## src/hdl/evad_pkg.sv

```systemverilog
package evad_pkg;

   localparam int SAMPLE_W   = 16;
   localparam int CHUNK_W    = 11;
   localparam int LANE_W     = 26;
   localparam int SUM_W      = LANE_W + 1;
   localparam int AVG_W      = 17;
   localparam int THR_W      = 16;
   localparam int FLUSH_W    = 16;
   localparam int BREAK_W    = 20;
   localparam int TIMEOUT_W  = 16;
   localparam int BUF_W      = 24;
   localparam int SINCE_W    = 21;
   localparam int TICK_W     = 16;
   localparam int KIND_W     = 2;
   localparam int CSR_IDX_W  = 8;
   localparam int CSR_DATA_W = 20;
   localparam int MAX_EVENTS = 4;
   localparam int EV_CNT_W   = 3;
   localparam int EV_IDX_W   = 2;

   localparam int DEF_MAX_CHUNK_FRAMES = 1024;

   localparam logic [KIND_W-1:0] EV_START = 2'd0;
   localparam logic [KIND_W-1:0] EV_FLUSH = 2'd1;
   localparam logic [KIND_W-1:0] EV_BREAK = 2'd2;
   localparam logic [KIND_W-1:0] EV_END   = 2'd3;

   localparam logic [CSR_IDX_W-1:0] REG_VOICE_THRESHOLD = 8'd0;
   localparam logic [CSR_IDX_W-1:0] REG_FLUSH_FRAMES    = 8'd1;
   localparam logic [CSR_IDX_W-1:0] REG_BREAK_FRAMES    = 8'd2;
   localparam logic [CSR_IDX_W-1:0] REG_TIMEOUT_TICKS   = 8'd3;

   localparam logic [THR_W-1:0]     RST_VOICE_THRESHOLD = 16'd1000;
   localparam logic [FLUSH_W-1:0]   RST_FLUSH_FRAMES    = 16'd2048;
   localparam logic [BREAK_W-1:0]   RST_BREAK_FRAMES    = 20'd40000;
   localparam logic [TIMEOUT_W-1:0] RST_TIMEOUT_TICKS   = 16'd800;

   typedef struct packed {
      logic [THR_W-1:0]     voice_threshold;
      logic [FLUSH_W-1:0]   flush_frames;
      logic [BREAK_W-1:0]   break_frames;
      logic [TIMEOUT_W-1:0] timeout_ticks;
   } cfg_type;

   typedef struct packed {
      logic [KIND_W-1:0] kind;
      logic [BUF_W-1:0]  frames;
      logic [AVG_W-1:0]  average;
   } event_type;

   typedef struct packed {
      logic               done;
      logic               busy;
      logic [CHUNK_W-1:0] frames;
      logic [AVG_W-1:0]   average;
   } div_result_type;

endpackage

```

## src/hdl/evad_req_if.sv

```systemverilog
interface evad_req_if;
   import evad_pkg::*;

   logic                       valid;
   logic                       ready;
   logic                       func;
   logic signed [SAMPLE_W-1:0] sample_left;
   logic signed [SAMPLE_W-1:0] sample_right;
   logic                       chunk_end;

   modport source (output valid, func, sample_left, sample_right, chunk_end, input ready);
   modport sink   (input valid, func, sample_left, sample_right, chunk_end, output ready);
endinterface

```

## src/hdl/evad_rsp_if.sv

```systemverilog
interface evad_rsp_if;
   import evad_pkg::*;

   logic              valid;
   logic              ready;
   logic [KIND_W-1:0] event_kind;
   logic [BUF_W-1:0]  flushed_frames;
   logic [AVG_W-1:0]  chunk_average;
   logic              last_event;

   modport source (output valid, event_kind, flushed_frames, chunk_average, last_event,
                   input ready);
   modport sink   (input valid, event_kind, flushed_frames, chunk_average, last_event,
                   output ready);
endinterface

```

## src/hdl/evad_csr_if.sv

```systemverilog
interface evad_csr_if;
   import evad_pkg::*;

   logic                  valid;
   logic                  ready;
   logic [CSR_IDX_W-1:0]  index;
   logic [CSR_DATA_W-1:0] data;

   modport source (output valid, index, data, input ready);
   modport sink   (input valid, index, data, output ready);
endinterface

```

## src/hdl/evad_lane.sv

```systemverilog
module evad_lane (
   input  logic                                clock,
   input  logic                                reset,
   input  logic                                acc_en,
   input  logic                                clear,
   input  logic signed [evad_pkg::SAMPLE_W-1:0] sample,
   output logic [evad_pkg::LANE_W-1:0]         sum_in
);
   import evad_pkg::*;

   logic [LANE_W-1:0]   sum_ff;
   logic [SAMPLE_W:0]   mag;

   // magnitude of a two's complement sample; the most negative value gives 2^15
   always_comb begin
      if (sample[SAMPLE_W-1]) begin
         mag = (SAMPLE_W+1)'(1 << SAMPLE_W) - {1'b0, sample};
      end else begin
         mag = {1'b0, sample};
      end
   end

   assign sum_in = sum_ff + LANE_W'(mag);

   always_ff @(posedge clock) begin
      if (reset) begin
         sum_ff <= '0;
      end else if (acc_en) begin
         sum_ff <= clear ? '0 : sum_in;
      end
   end

endmodule

```

## src/hdl/evad_div.sv

```systemverilog
module evad_div (
   input  logic                          clock,
   input  logic                          reset,
   input  logic                          start,
   input  logic [evad_pkg::SUM_W-1:0]    dividend,
   input  logic [evad_pkg::CHUNK_W-1:0]  divisor,
   output evad_pkg::div_result_type      result
);
   import evad_pkg::*;

   localparam int ITER_W = $clog2(SUM_W);

   logic [SUM_W-1:0]   dvd_ff, dvd_in;
   logic [CHUNK_W-1:0] rem_ff, rem_in;
   logic [CHUNK_W-1:0] div_ff;
   logic [ITER_W-1:0]  cnt_ff;
   logic               busy_ff;
   logic               done_ff;
   logic [CHUNK_W:0]   shift;
   logic [CHUNK_W:0]   diff;
   logic               fits;

   // one restoring step: shift in the next dividend bit, subtract if it fits
   always_comb begin
      shift  = {rem_ff, dvd_ff[SUM_W-1]};
      diff   = shift - {1'b0, div_ff};
      fits   = shift >= {1'b0, div_ff};
      rem_in = fits ? diff[CHUNK_W-1:0] : shift[CHUNK_W-1:0];
      dvd_in = {dvd_ff[SUM_W-2:0], fits};
   end

   always_ff @(posedge clock) begin
      if (reset) begin
         busy_ff <= 1'b0;
         done_ff <= 1'b0;
         cnt_ff  <= '0;
      end else begin
         done_ff <= 1'b0;
         if (start) begin
            busy_ff <= 1'b1;
            cnt_ff  <= ITER_W'(SUM_W - 1);
         end else if (busy_ff) begin
            if (cnt_ff == '0) begin
               busy_ff <= 1'b0;
               done_ff <= 1'b1;
            end else begin
               cnt_ff <= cnt_ff - 1'b1;
            end
         end
      end
   end

   always_ff @(posedge clock) begin
      if (start) begin
         dvd_ff <= dividend;
         rem_ff <= '0;
         div_ff <= divisor;
      end else if (busy_ff) begin
         dvd_ff <= dvd_in;
         rem_ff <= rem_in;
      end
   end

   // the quotient never exceeds 2^16 since each frame adds at most 2^16
   assign result.done    = done_ff;
   assign result.busy    = busy_ff;
   assign result.frames  = div_ff;
   assign result.average = dvd_ff[AVG_W-1:0];

   a_start_idle: assert property (@(posedge clock) disable iff (reset)
      start |-> !busy_ff && !done_ff)
      else $error("divider restarted while busy");
   a_done_once: assert property (@(posedge clock) disable iff (reset)
      done_ff |=> !done_ff)
      else $error("divider done held for more than one cycle");

endmodule

```

## src/hdl/evad_events.sv

```systemverilog
module evad_events (
   input  logic                      clock,
   input  logic                      reset,
   input  evad_pkg::cfg_type         cfg,
   input  logic                      tick,
   input  evad_pkg::div_result_type  div_res,
   output logic                      busy,
   evad_rsp_if.source                rsp_bus
);
   import evad_pkg::*;

   logic                 act_ff, act_in;
   logic [BUF_W-1:0]     buffered_ff, buffered_in;
   logic [SINCE_W-1:0]   since_ff, since_in;
   logic [TICK_W-1:0]    silence_ff, silence_in, silence_tick;
   logic                 pending_ff;
   logic [EV_CNT_W-1:0]  cnt_ff, cnt_in;
   logic [EV_CNT_W-1:0]  rd_ff;
   event_type            list_ff [MAX_EVENTS];
   event_type            list_in [MAX_EVENTS];
   event_type            out_ff;
   logic                 out_valid_ff;
   logic                 out_last_ff;
   logic                 eval;
   logic                 load;

   logic [BUF_W:0]       buf_sum;
   logic [BUF_W-1:0]     buf_add;
   logic [SINCE_W:0]     since_sum;
   logic [SINCE_W-1:0]   since_add;
   logic [THR_W+1:0]     thr3;
   logic [THR_W-2:0]     thr38;
   logic                 voice, act1, flush, brk, timeout;
   logic [TICK_W-1:0]    sil1;
   logic [AVG_W-1:0]     avg;

   assign avg = div_res.average;
   assign silence_tick = (silence_ff == '1) ? silence_ff : silence_ff + 1'b1;

   always_comb begin
      buf_sum   = {1'b0, buffered_ff} + (BUF_W+1)'(div_res.frames);
      buf_add   = buf_sum[BUF_W] ? '1 : buf_sum[BUF_W-1:0];
      since_sum = {1'b0, since_ff} + (SINCE_W+1)'(div_res.frames);
      since_add = since_sum[SINCE_W] ? '1 : since_sum[SINCE_W-1:0];
      thr3      = {2'b00, cfg.voice_threshold} + {1'b0, cfg.voice_threshold, 1'b0};
      thr38     = thr3[THR_W+1:3];

      voice   = avg > {1'b0, cfg.voice_threshold};
      act1    = act_ff | voice;
      sil1    = voice ? '0 : silence_ff;
      flush   = act1 && (buf_add > BUF_W'(cfg.flush_frames));
      brk     = (since_add > SINCE_W'(cfg.break_frames)) && (avg < AVG_W'(thr38));
      timeout = sil1 >= cfg.timeout_ticks;

      for (int i = 0; i < MAX_EVENTS; i++) begin
         list_in[i] = '{kind: EV_START, frames: '0, average: avg};
      end
      cnt_in = '0;
      // events go out in the order start, flush, break, end
      if (voice && !act_ff) begin
         list_in[cnt_in[EV_IDX_W-1:0]].kind = EV_START;
         cnt_in = cnt_in + 1'b1;
      end
      if (flush) begin
         list_in[cnt_in[EV_IDX_W-1:0]].kind   = EV_FLUSH;
         list_in[cnt_in[EV_IDX_W-1:0]].frames = buf_add;
         cnt_in = cnt_in + 1'b1;
      end
      if (brk) begin
         list_in[cnt_in[EV_IDX_W-1:0]].kind = EV_BREAK;
         cnt_in = cnt_in + 1'b1;
      end
      if (timeout && act1) begin
         list_in[cnt_in[EV_IDX_W-1:0]].kind = EV_END;
         cnt_in = cnt_in + 1'b1;
      end

      if (timeout) begin
         act_in      = 1'b0;
         buffered_in = '0;
         since_in    = '0;
         silence_in  = '0;
      end else begin
         act_in      = act1;
         buffered_in = flush ? '0 : buf_add;
         since_in    = brk ? '0 : since_add;
         silence_in  = sil1;
      end
   end

   // evaluate once the previous chunk's events have all moved to the output register
   assign eval = pending_ff && (rd_ff == cnt_ff);
   assign load = (rd_ff < cnt_ff) && (!out_valid_ff || rsp_bus.ready);
   assign busy = pending_ff;

   always_ff @(posedge clock) begin
      if (reset) begin
         act_ff       <= 1'b0;
         buffered_ff  <= '0;
         since_ff     <= '0;
         silence_ff   <= '0;
         pending_ff   <= 1'b0;
         cnt_ff       <= '0;
         rd_ff        <= '0;
         out_valid_ff <= 1'b0;
      end else begin
         if (div_res.done) begin
            pending_ff <= 1'b1;
         end
         if (tick) begin
            silence_ff <= silence_tick;
         end
         if (eval) begin
            pending_ff  <= 1'b0;
            act_ff      <= act_in;
            buffered_ff <= buffered_in;
            since_ff    <= since_in;
            silence_ff  <= silence_in;
            cnt_ff      <= cnt_in;
            rd_ff       <= '0;
         end
         if (load) begin
            out_valid_ff <= 1'b1;
            rd_ff        <= rd_ff + 1'b1;
         end else if (rsp_bus.ready) begin
            out_valid_ff <= 1'b0;
         end
      end
   end

   always_ff @(posedge clock) begin
      if (eval) begin
         list_ff <= list_in;
      end
      if (load) begin
         out_ff      <= list_ff[rd_ff[EV_IDX_W-1:0]];
         out_last_ff <= (rd_ff + 1'b1) == cnt_ff;
      end
   end

   assign rsp_bus.valid          = out_valid_ff;
   assign rsp_bus.event_kind     = out_ff.kind;
   assign rsp_bus.flushed_frames = out_ff.frames;
   assign rsp_bus.chunk_average  = out_ff.average;
   assign rsp_bus.last_event     = out_last_ff;

   a_rd_bound: assert property (@(posedge clock) disable iff (reset)
      rd_ff <= cnt_ff && cnt_ff <= EV_CNT_W'(MAX_EVENTS))
      else $error("event read pointer past event count");
   a_no_tick_pending: assert property (@(posedge clock) disable iff (reset)
      tick |-> !pending_ff && !div_res.done)
      else $error("tick taken while a chunk evaluation is open");
   a_no_overrun: assert property (@(posedge clock) disable iff (reset)
      div_res.done |-> !pending_ff)
      else $error("new average arrived before the previous chunk was evaluated");

endmodule

```

## src/hdl/energy_voice_activity_detector.sv

```systemverilog
// Energy voice activity detector.
// req_bus carries one transaction per stereo sample pair (func 0) or time tick (func 1);
// chunk_end marks the last pair of a capture chunk, and a chunk also ends when it
// reaches MAX_CHUNK_FRAMES pairs. rsp_bus returns zero to four events per chunk
// (start, flush, break, end, in that order), the last one flagged by last_event.
// csr_bus writes the four registers by index; unknown indexes are dropped.
// Pairs inside a chunk and ticks are taken one per cycle. A chunk-end pair starts a
// bit-serial divider over the chunk's amplitude sum, one quotient bit per cycle:
// req_bus.ready stays low through the divide steps, the divider's done strobe and the
// evaluation, and the first event is registered in the event list and then loaded
// into the output register. Events leave through an output register one per cycle;
// a stalled receiver holds the event in place, and the next chunk end waits in
// evaluation until the previous chunk's events have all moved to the output register.
// Synchronous reset restores the register defaults and clears all counters, the
// session flag and pending events.
module energy_voice_activity_detector #(
   parameter int MAX_CHUNK_FRAMES = evad_pkg::DEF_MAX_CHUNK_FRAMES
) (
   input  logic        clock,
   input  logic        reset,
   evad_req_if.sink    req_bus,
   evad_rsp_if.source  rsp_bus,
   evad_csr_if.sink    csr_bus
);
   import evad_pkg::*;

   cfg_type            cfg_ff;
   logic [CHUNK_W-1:0] frames_ff;
   logic [CHUNK_W-1:0] frames_in;
   logic               accept;
   logic               pair;
   logic               tick;
   logic               chunk_done;
   logic [LANE_W-1:0]  left_sum;
   logic [LANE_W-1:0]  right_sum;
   logic [SUM_W-1:0]   chunk_sum;
   div_result_type     div_res;
   logic               ev_busy;

   assign accept     = req_bus.valid && req_bus.ready;
   assign pair       = accept && !req_bus.func;
   assign tick       = accept && req_bus.func;
   assign frames_in  = frames_ff + 1'b1;
   assign chunk_done = req_bus.chunk_end || (frames_in >= CHUNK_W'(MAX_CHUNK_FRAMES));
   assign chunk_sum  = {1'b0, left_sum} + {1'b0, right_sum};

   // hold off input from a chunk end until its evaluation is done
   assign req_bus.ready = !(div_res.busy || div_res.done || ev_busy);
   assign csr_bus.ready = 1'b1;

   always_ff @(posedge clock) begin
      if (reset) begin
         frames_ff <= '0;
      end else if (pair) begin
         frames_ff <= chunk_done ? '0 : frames_in;
      end
   end

   always_ff @(posedge clock) begin
      if (reset) begin
         cfg_ff.voice_threshold <= RST_VOICE_THRESHOLD;
         cfg_ff.flush_frames    <= RST_FLUSH_FRAMES;
         cfg_ff.break_frames    <= RST_BREAK_FRAMES;
         cfg_ff.timeout_ticks   <= RST_TIMEOUT_TICKS;
      end else if (csr_bus.valid) begin
         unique case (csr_bus.index)
            REG_VOICE_THRESHOLD: cfg_ff.voice_threshold <= csr_bus.data[THR_W-1:0];
            REG_FLUSH_FRAMES:    cfg_ff.flush_frames    <= csr_bus.data[FLUSH_W-1:0];
            REG_BREAK_FRAMES:    cfg_ff.break_frames    <= csr_bus.data[BREAK_W-1:0];
            REG_TIMEOUT_TICKS:   cfg_ff.timeout_ticks   <= csr_bus.data[TIMEOUT_W-1:0];
            default: ;
         endcase
      end
   end

   evad_lane u_lane_left (
      .clock  (clock),
      .reset  (reset),
      .acc_en (pair),
      .clear  (chunk_done),
      .sample (req_bus.sample_left),
      .sum_in (left_sum)
   );

   evad_lane u_lane_right (
      .clock  (clock),
      .reset  (reset),
      .acc_en (pair),
      .clear  (chunk_done),
      .sample (req_bus.sample_right),
      .sum_in (right_sum)
   );

   evad_div u_div (
      .clock    (clock),
      .reset    (reset),
      .start    (pair && chunk_done),
      .dividend (chunk_sum),
      .divisor  (frames_in),
      .result   (div_res)
   );

   evad_events u_events (
      .clock   (clock),
      .reset   (reset),
      .cfg     (cfg_ff),
      .tick    (tick),
      .div_res (div_res),
      .busy    (ev_busy),
      .rsp_bus (rsp_bus)
   );

   a_frames_bound: assert property (@(posedge clock) disable iff (reset)
      frames_ff < CHUNK_W'(MAX_CHUNK_FRAMES))
      else $error("chunk frame count reached the chunk limit without ending");
   a_divisor_nonzero: assert property (@(posedge clock) disable iff (reset)
      (pair && chunk_done) |-> frames_in != '0)
      else $error("chunk ended with zero frames");
   a_chunk_restart: assert property (@(posedge clock) disable iff (reset)
      (pair && chunk_done) |=> frames_ff == '0 && !req_bus.ready)
      else $error("chunk end did not restart the frame count or stall input");

endmodule

```

## src/flat_wrapper.sv

```systemverilog
// flat-port wrapper written by rule: the top's interface ports become plain ports
module energy_voice_activity_detector_flat import evad_pkg::*;
#(
   parameter int MAX_CHUNK_FRAMES = evad_pkg::DEF_MAX_CHUNK_FRAMES
)
  (clock, reset, req_bus_valid, req_bus_func, req_bus_sample_left, req_bus_sample_right, req_bus_chunk_end, req_bus_ready, rsp_bus_valid, rsp_bus_event_kind, rsp_bus_flushed_frames, rsp_bus_chunk_average, rsp_bus_last_event, rsp_bus_ready, csr_bus_valid, csr_bus_index, csr_bus_data, csr_bus_ready);
  evad_req_if req_bus_i ();
  evad_rsp_if rsp_bus_i ();
  evad_csr_if csr_bus_i ();
  input  logic clock;
  input  logic reset;
  input wire logic [$bits(req_bus_i.valid)-1:0] req_bus_valid;
  input wire logic [$bits(req_bus_i.func)-1:0] req_bus_func;
  input wire logic [$bits(req_bus_i.sample_left)-1:0] req_bus_sample_left;
  input wire logic [$bits(req_bus_i.sample_right)-1:0] req_bus_sample_right;
  input wire logic [$bits(req_bus_i.chunk_end)-1:0] req_bus_chunk_end;
  output wire logic [$bits(req_bus_i.ready)-1:0] req_bus_ready;
  output wire logic [$bits(rsp_bus_i.valid)-1:0] rsp_bus_valid;
  output wire logic [$bits(rsp_bus_i.event_kind)-1:0] rsp_bus_event_kind;
  output wire logic [$bits(rsp_bus_i.flushed_frames)-1:0] rsp_bus_flushed_frames;
  output wire logic [$bits(rsp_bus_i.chunk_average)-1:0] rsp_bus_chunk_average;
  output wire logic [$bits(rsp_bus_i.last_event)-1:0] rsp_bus_last_event;
  input wire logic [$bits(rsp_bus_i.ready)-1:0] rsp_bus_ready;
  input wire logic [$bits(csr_bus_i.valid)-1:0] csr_bus_valid;
  input wire logic [$bits(csr_bus_i.index)-1:0] csr_bus_index;
  input wire logic [$bits(csr_bus_i.data)-1:0] csr_bus_data;
  output wire logic [$bits(csr_bus_i.ready)-1:0] csr_bus_ready;
  assign req_bus_i.valid = req_bus_valid;
  assign req_bus_i.func = req_bus_func;
  assign req_bus_i.sample_left = req_bus_sample_left;
  assign req_bus_i.sample_right = req_bus_sample_right;
  assign req_bus_i.chunk_end = req_bus_chunk_end;
  assign req_bus_ready = req_bus_i.ready;
  assign rsp_bus_valid = rsp_bus_i.valid;
  assign rsp_bus_event_kind = rsp_bus_i.event_kind;
  assign rsp_bus_flushed_frames = rsp_bus_i.flushed_frames;
  assign rsp_bus_chunk_average = rsp_bus_i.chunk_average;
  assign rsp_bus_last_event = rsp_bus_i.last_event;
  assign rsp_bus_i.ready = rsp_bus_ready;
  assign csr_bus_i.valid = csr_bus_valid;
  assign csr_bus_i.index = csr_bus_index;
  assign csr_bus_i.data = csr_bus_data;
  assign csr_bus_ready = csr_bus_i.ready;
  energy_voice_activity_detector #(.MAX_CHUNK_FRAMES(MAX_CHUNK_FRAMES)) u_core (.clock(clock), .reset(reset), .req_bus(req_bus_i), .rsp_bus(rsp_bus_i), .csr_bus(csr_bus_i));
endmodule
```

## config.mk

```make
export PLATFORM = sky130hd
export DESIGN_NAME = energy_voice_activity_detector_flat
export DESIGN_NICKNAME = d
export VERILOG_FILES = /design/src/hdl/evad_pkg.sv /design/src/hdl/evad_req_if.sv /design/src/hdl/evad_rsp_if.sv /design/src/hdl/evad_csr_if.sv /design/src/hdl/evad_lane.sv /design/src/hdl/evad_div.sv /design/src/hdl/evad_events.sv /design/src/hdl/energy_voice_activity_detector.sv /design/src/flat_wrapper.sv
export SDC_FILE = /design/constraint.sdc
export NUM_CORES = 1
export LEC_CHECK = 0
export ABC_AREA = 1
export BUFFER_PORTS_ARGS = -buffer_cell sky130_fd_sc_hd__buf_2
export CAP_MARGIN = 10
export CORE_ASPECT_RATIO = 0.6
export CORE_MARGIN = 2
export CORE_UTILIZATION = 41
export DETAILED_ROUTE_END_ITERATION = 7
export PLACE_DENSITY = 0.61
export SLEW_MARGIN = 20
export SYNTH_ARGS = -nofsm -noshare
export SYNTH_HDL_FRONTEND = slang
export SYNTH_SLANG_ARGS = --single-unit
```

## constraint.sdc

```tcl
create_clock -name clock -period 12 [get_ports clock]
set_input_delay 1.2 -clock clock [delete_from_list [all_inputs] [get_ports clock]]
set_output_delay 1.2 -clock clock [all_outputs]
set_load 0.005 [all_outputs]
```

### Word level (Yosys, flattened, before mapping)

Cells that the tools add are included.

| storage, ports and cells | value |
|---|---|
| bits in registers | 473 |
| bits in latches | 0 |
| RAM bits | 0 |
| bits in read-only memories | 0 |
| input bits | 67 |
| output and inout bits | 47 |
| logic and storage cells | 174 |
| memories kept | 0 |

| cells by class | value |
|---|---|
| add/subtract/negate cells | 16 |
| $mul | 0 |
| divide/modulo/power cells | 0 |
| magnitude comparators | 15 |
| equality and inequality tests | 8 |
| shifts and indexed selects | 0 |
| multiplexer cells | 53 |
| bitwise operators | 7 |
| reductions and logical operators | 37 |

Operators by type and width:

| kind | number |
|---|---|
| bitwise mux 172 bit | 4 |
| 2-to-1 mux 172 bit | 3 |
| demux 43 bit (select 2 bit) | 4 |
| 2-to-1 mux 43 bit | 5 |
| binary-select mux 43 bit (select 2 bit) | 1 |
| 2-to-1 mux 16 bit | 5 |
| 2-to-1 mux 24 bit | 3 |
| 2-to-1 mux 21 bit | 3 |
| 2-to-1 mux 27 bit | 2 |
| adder 26 x 17 -> 26 bit | 2 |
| 2-to-1 mux 26 bit | 2 |
| 2-to-1 mux 41 bit | 1 |
| 2-to-1 mux 17 bit | 2 |
| subtractor 17 x 16 -> 17 bit (first input constant) | 2 |
| adder 26 x 26 -> 27 bit | 1 |
| adder 24 x 11 -> 25 bit | 1 |
| > comparator 24 x 16 -> 1 bit | 1 |
| adder 21 x 11 -> 22 bit | 1 |
| 2-to-1 mux 11 bit | 2 |
| > comparator 21 x 20 -> 1 bit | 1 |
| adder 16 x 17 -> 18 bit | 1 |
| > comparator 17 x 16 -> 1 bit | 1 |
| < comparator 17 x 15 -> 1 bit | 1 |
| adder 16 x 1 -> 16 bit (second input constant) | 1 |
| 30 further kinds | 86 |

### Longest topological paths before layout

| depth | value |
|---|---|
| depth after elaboration | 15 |
| mapped depth | 38 |
| gate-level depth less buffers | 37 |

### By module

From an unflattened synthesis, not the netlist that was laid out.

| second synthesis, totals | value |
|---|---|
| cells, all modules | 3,786 |
| area, all modules | 26,409.1 um^2 |

Modules (own cells, without submodules):

| module | times used | cells an instance | area each (um^2) | seq. area each (um^2) |
|---|---|---|---|---|
| evad_events | 1 | 1,521 | 12,074.1 | 4,914.7 |
| energy_voice_activity_detector | 1 | 780 | 5,013.6 | 1,581.5 |
| evad_div | 1 | 404 | 3,256.9 | 1,501.4 |
| evad_lane (u_core.u_lane_right) | 1 | 544 | 3,090.5 | 520.5 |
| evad_lane (u_core.u_lane_left) | 1 | 537 | 2,974.1 | 520.5 |

### Worst setup path after synthesis

Ideal clock, no wire load.

| timing | value |
|---|---|
| kind | input -> register |
| from | in req_bus_sample_left[1] |
| to | reg u_core.u_div.dvd_ff[21] (data pin) |
| library setup time | 254 ps |
| data arrival time | 4,827 ps |
| required time | 11,746 ps |
| slack | 6,919 ps |
| stages | 27 |
| buffers on the path | 0 |
| path through | inv_1 > ha_1 > inv_1 > nor3_1 > nor3b_1 > or2_2 > xor2_1 > ha_1 > inv_1 > o21bai_1 > a31oi_1 > o21ai_1 > a31oi_1 > o21ai_0 > xor2_1 > ha_1 > nand2_1 > o21a_1 > inv_1 > a21oi_1 > inv_1 > a21oi_1 > inv_1 > a21o_1 > or2_0 > nand3_1 > nand2_1 |

| on the way | value |
|---|---|
| word-level cells in the longest chain between the ends | 5 |

Ends and longest elaborated chain:

| what | line | text |
|---|---|---|
| start: declaration | flat_wrapper.sv:14 | `input wire logic [$bits(req_bus_i.sample_left)-1:0] req_bus_sample_left;` |
| subtractor 17 x 16 -> 17 bit | evad_lane.sv:17 | `mag = (SAMPLE_W+1)'(1 << SAMPLE_W) - {1'b0, sample};` |
| 2-to-1 mux 17 bit (*) | evad_lane.sv:16 | `if (sample[SAMPLE_W-1]) begin` |
| adder 26 x 17 -> 26 bit (*) | evad_lane.sv:23 | `assign sum_in = sum_ff + LANE_W'(mag);` |
| adder 26 x 26 -> 27 bit (*) | energy_voice_activity_detector.sv:45 | `assign chunk_sum = {1'b0, left_sum} + {1'b0, right_sum};` |
| 2-to-1 mux 27 bit (*) | evad_div.sv:54 | `if (start) begin` |
| end signal: assignment | evad_div.sv:55 | `dvd_ff <= dividend;` |
| end signal: assignment | evad_div.sv:59 | `dvd_ff <= dvd_in;` |
| end: declaration | evad_div.sv:13 | `logic [SUM_W-1:0] dvd_ff, dvd_in;` |

Mark *: on every way between the ends. The rest lies on a longest branch, timed or not.
A chain may end at the register's enable or synchronous reset.

### Final worst setup path

| timing | value |
|---|---|
| from | reg u_core.u_div.div_ff[0] |
| to | reg u_core.u_events.cnt_ff[2] |

| on the way | value |
|---|---|
| word-level cells in the longest chain between the ends | 9 |
| elaborated cells on any way between the ends | 13 |
| classes of those cells | 4 x add/sub; 2 x order compare; 5 x mux; 2 x reduce/logical |

Ends and longest elaborated chain:

| what | line | text |
|---|---|---|
| start: declaration | evad_div.sv:15 | `logic [CHUNK_W-1:0] div_ff;` |
| start signal: assignment | evad_div.sv:57 | `div_ff <= divisor;` |
| adder 24 x 11 -> 25 bit (*) | evad_events.sv:41 | `buf_sum = {1'b0, buffered_ff} + (BUF_W+1)'(div_res.frames);` |
| 2-to-1 mux 24 bit (*) | evad_events.sv:42 | `buf_add = buf_sum[BUF_W] ? '1 : buf_sum[BUF_W-1:0];` |
| named net u_core.u_events.buf_add[12] | evad_events.sv:28 | `logic [BUF_W-1:0] buf_add;` |
| > comparator 24 x 16 -> 1 bit (*) | evad_events.sv:51 | `flush = act1 && (buf_add > BUF_W'(cfg.flush_frames));` |
| logical AND 1 bit (*) | evad_events.sv:51 |  |
| 2-to-1 mux 3 bit (*) | evad_events.sv:64 | `if (flush) begin` |
| adder 3 x 1 -> 3 bit | evad_events.sv:71 | `cnt_in = cnt_in + 1'b1;` |
| 2-to-1 mux 3 bit (*) | evad_events.sv:69 | `if (brk) begin` |
| adder 3 x 1 -> 3 bit | evad_events.sv:75 | `cnt_in = cnt_in + 1'b1;` |
| 2-to-1 mux 3 bit (*) | evad_events.sv:73 | `if (timeout && act1) begin` |
| end signal: assignment | evad_events.sv:119 | `cnt_ff <= cnt_in;` |
| end: declaration | evad_events.sv:17 | `logic [EV_CNT_W-1:0] cnt_ff, cnt_in;` |

The timed path passes the listed nets; every way through them passes the cells marked *.

==> summary.txt <==
outcome: finished clean
synthesis-stage register bit count: 374
Reg clk slew, reported paths: 0.06 ns
top post-synthesis cells by count: nand2_1 (645), inv_1 (382), a21oi_1 (283), nor2_1 (268), dfxtp_1 (219)
pin slew with the least headroom to its limit: 1.034 ns
Synth area leaders: edfxtp_1 (20%), dfxtp_1 (19%), ha_1 (11%)
Slew Viols, Final: 0
Min-Delay Path Class: flop to flop
Period minus WS final: 6.059 ns
drt initial violations: 1,804
Placed Area: 0.02476 mm²
multi-input logic area: 0.01262 mm²
Startpoint Class: flop
worst vdd ir: 0.09400 mV
syn_area_per_cell: 7.751 µm²
leakage: 11.71 nW
Hold-fix buffers, CTS: 0
die area: 0.05933 mm²
Clock Latency Late Sink: 0.57 ns
vias in the first global route: 19,714
critical path arrival: 6.51 ns
worst-path fanout max: 27
drt drc: 0
die height: 189.5 µm
postcts setup bufs: 0
FILL cells: 5,527
post-synthesis instance area: 0.02351 mm²
RSZ-0062 raised after global routing: false
n_diodes: 0
Synth-to-Final Area Change: 11.13%
DR vias: 20,864
count leader, synth: nand2_1
Post-Route Skew: 0.03143 ns
nets@finish: 3,399
Worst EP required: 12.45 ns
final wirelength: 68.23 mm
largest net degree at the start of global routing: 77
first-pass GRT wire length: 107.8 mm
setup ws final: 5.941 ns
fmax: 165.0 MHz
post-route ant nets: 0
post_cts resized: 0
Crit path largest cell delay: 0.65 ns
number of synthesized flops with an enable pin: 155
register area: 0.009039 mm²
slew margin rel.: 0.3098
CTS buffer count: 40
clk buf depth: 3
critical path class: flop to flop
drt wl/cell: 17.47 µm
ys flop type: dfxtp_1
remaining global-route overflow: 0
Tot GR Track Use: 0.2277
I/O Pins: 114
routability cong.: 0.9659
CP endpoint kind: flop
Slowest cell on crit path: ha_1
Async SR Flop Fraction: 0
cell mode on critical path: nand2_1
Chip Width: 313.1 µm
DP Wirelength: 52.54 mm
final setup vio count: 0
Max Cap Viol: 0
vias per inst: 5.342
input/output buffers: 112
htree depth: 2
Initial Util: 0.4179
setup tns final: 0 ns
Mapped Cells: 3,033
Warnings, synthesis: 0
Hold WS: 0.3941 ns
Hold Vio Cnt, Final: 0
row count: 67
Finished Cell Area: 0.02613 mm²
First-pass DRT Iterations: 5
post-synthesis sequential area ratio: 0.3845
clock sink count: 374
initial antenna violation count: 1
core area: 0.05625 mm²
Root Buffer: clkbuf_16
Synth cell types: 60
pre-CTS setup slack: 5.801 ns
share of cells above drive strength 1: 0.09088
Power Density: 128.4 mW/mm²
post-synth top area cell: edfxtp_1
CTS tree: done
Final Cycle Share: 0.5050
Synth top area share: 0.1980
==> logic make-up (layout without fill, tap and decap cells) <==
logic type | after synthesis | count (layout) | share of synthesized area
AND/OR/NAND/NOR | 1190 | 1190 | 0.2183
AO/OA/AOI/OAI | 634 | 634 | 0.1490
buffers and inverters | 481 | 594 | 0.07979
flip-flops | 374 | 374 | 0.3845
adder cells (fa/ha/maj) | 215 | 215 | 0.1167
XOR/XNOR | 136 | 136 | 0.05099
other | 2 | 3 | 0.0003195
multiplexers | 1 | 1 | 0.0004790
==> area by class of cell <==
type                            count  share of cell area
Inverter                          395             0.05680
Clock inverter                     22             0.01135
Tap cell                          759             0.03635
Clock buffer                       50             0.04052
Timing Repair Buffer              127             0.02577
Multi-Input combinational cell   2179              0.4832
Sequential cell                   374              0.3460
==> layout by cell type (no fill, tap or decap), types with 23 or more instances in the layout <==
cell	instances
nand2_1	645
inv_1	379
a21oi_1	283
nor2_1	265
dfxtp_1	219
ha_1	208
o21ai_0	198
edfxtp_1	155
nand3_1	114
buf_2	112
xor2_1	96
nor3_1	43
clkbuf_16	40
xnor2_1	39
nand4_1	28
a31oi_1	27
o211ai_1	25
nand3_2	23
==> report_power, final <==
group,internal [mW],total [mW],switching (mW),leakage [nW]
clock,0.761,1.31,0.550,0.655
combinational,0.204,0.637,0.433,7.85
sequential,1.37,1.41,0.0337,3.20
==> worst paths after layout <==
path,start,endpoint,slack (ns),depth (start not counted)
setup / recovery,u_core.u_div.div_ff[0],u_core.u_events.cnt_ff[2],5.94,34
hold / removal,u_core.u_events.list_ff[132],u_core.u_events.rsp_bus.chunk_average[3],0.39,0
setup reg to reg,u_core.u_div.div_ff[0],u_core.u_events.cnt_ff[2],5.94,34
hold reg to reg,u_core.u_events.list_ff[132],u_core.u_events.rsp_bus.chunk_average[3],0.39,0
==> metal layers <==
layer	up-vias	global-route usage	part of all wire
met5	-	0.02435	0.0029
met4	4	0.04343	0.018
met3	82	0.05378	0.086
met2	696	0.3096	0.38
met1	9766	0.3569	0.52
li1	10316	-	-
==> state kept, by name (all words and copies together), names as in the netlist, 5 cells and up <==
register                                flops
u_core.u_events.rsp_bus.chunk_average      17
u_core.u_events.silence_ff                 16
u_core.u_lane_right.sum_ff                 26
u_core.u_div.dvd_ff                        27
u_core.cfg_ff                              68
u_core.u_div.rem_ff                        11
u_core.u_events.buffered_ff                24
u_core.frames_ff                           11
u_core.u_events.list_ff                    73
u_core.u_lane_left.sum_ff                  26
u_core.u_events.rsp_bus.flushed_frames     24
u_core.u_events.since_ff                   21
u_core.u_div.div_ff                        11
u_core.u_div.cnt_ff                         5
==> worst max-delay path: cells and delay by family, from the launching register on <==
family	cells	cell delay, ns
AO/OA/AOI/OAI	3	0.34
AND/OR/NAND/NOR	22	2.33
adder cells (fa/ha/maj)	5	1.96
buffers and inverters	4	0.87
flip-flops	1	0.43
==> metrics by stage <==
stage                     power, mW  instances    util
after floorplan               1.849       3034       -
after global placement        2.044       3834  0.4402
after detailed placement      2.052       3834  0.4402
after CTS                     3.369       3906  0.4643
after global routing          3.510       3906  0.4644
final                         3.355       3906  0.4644
Power figures use the tool's default switching activity.
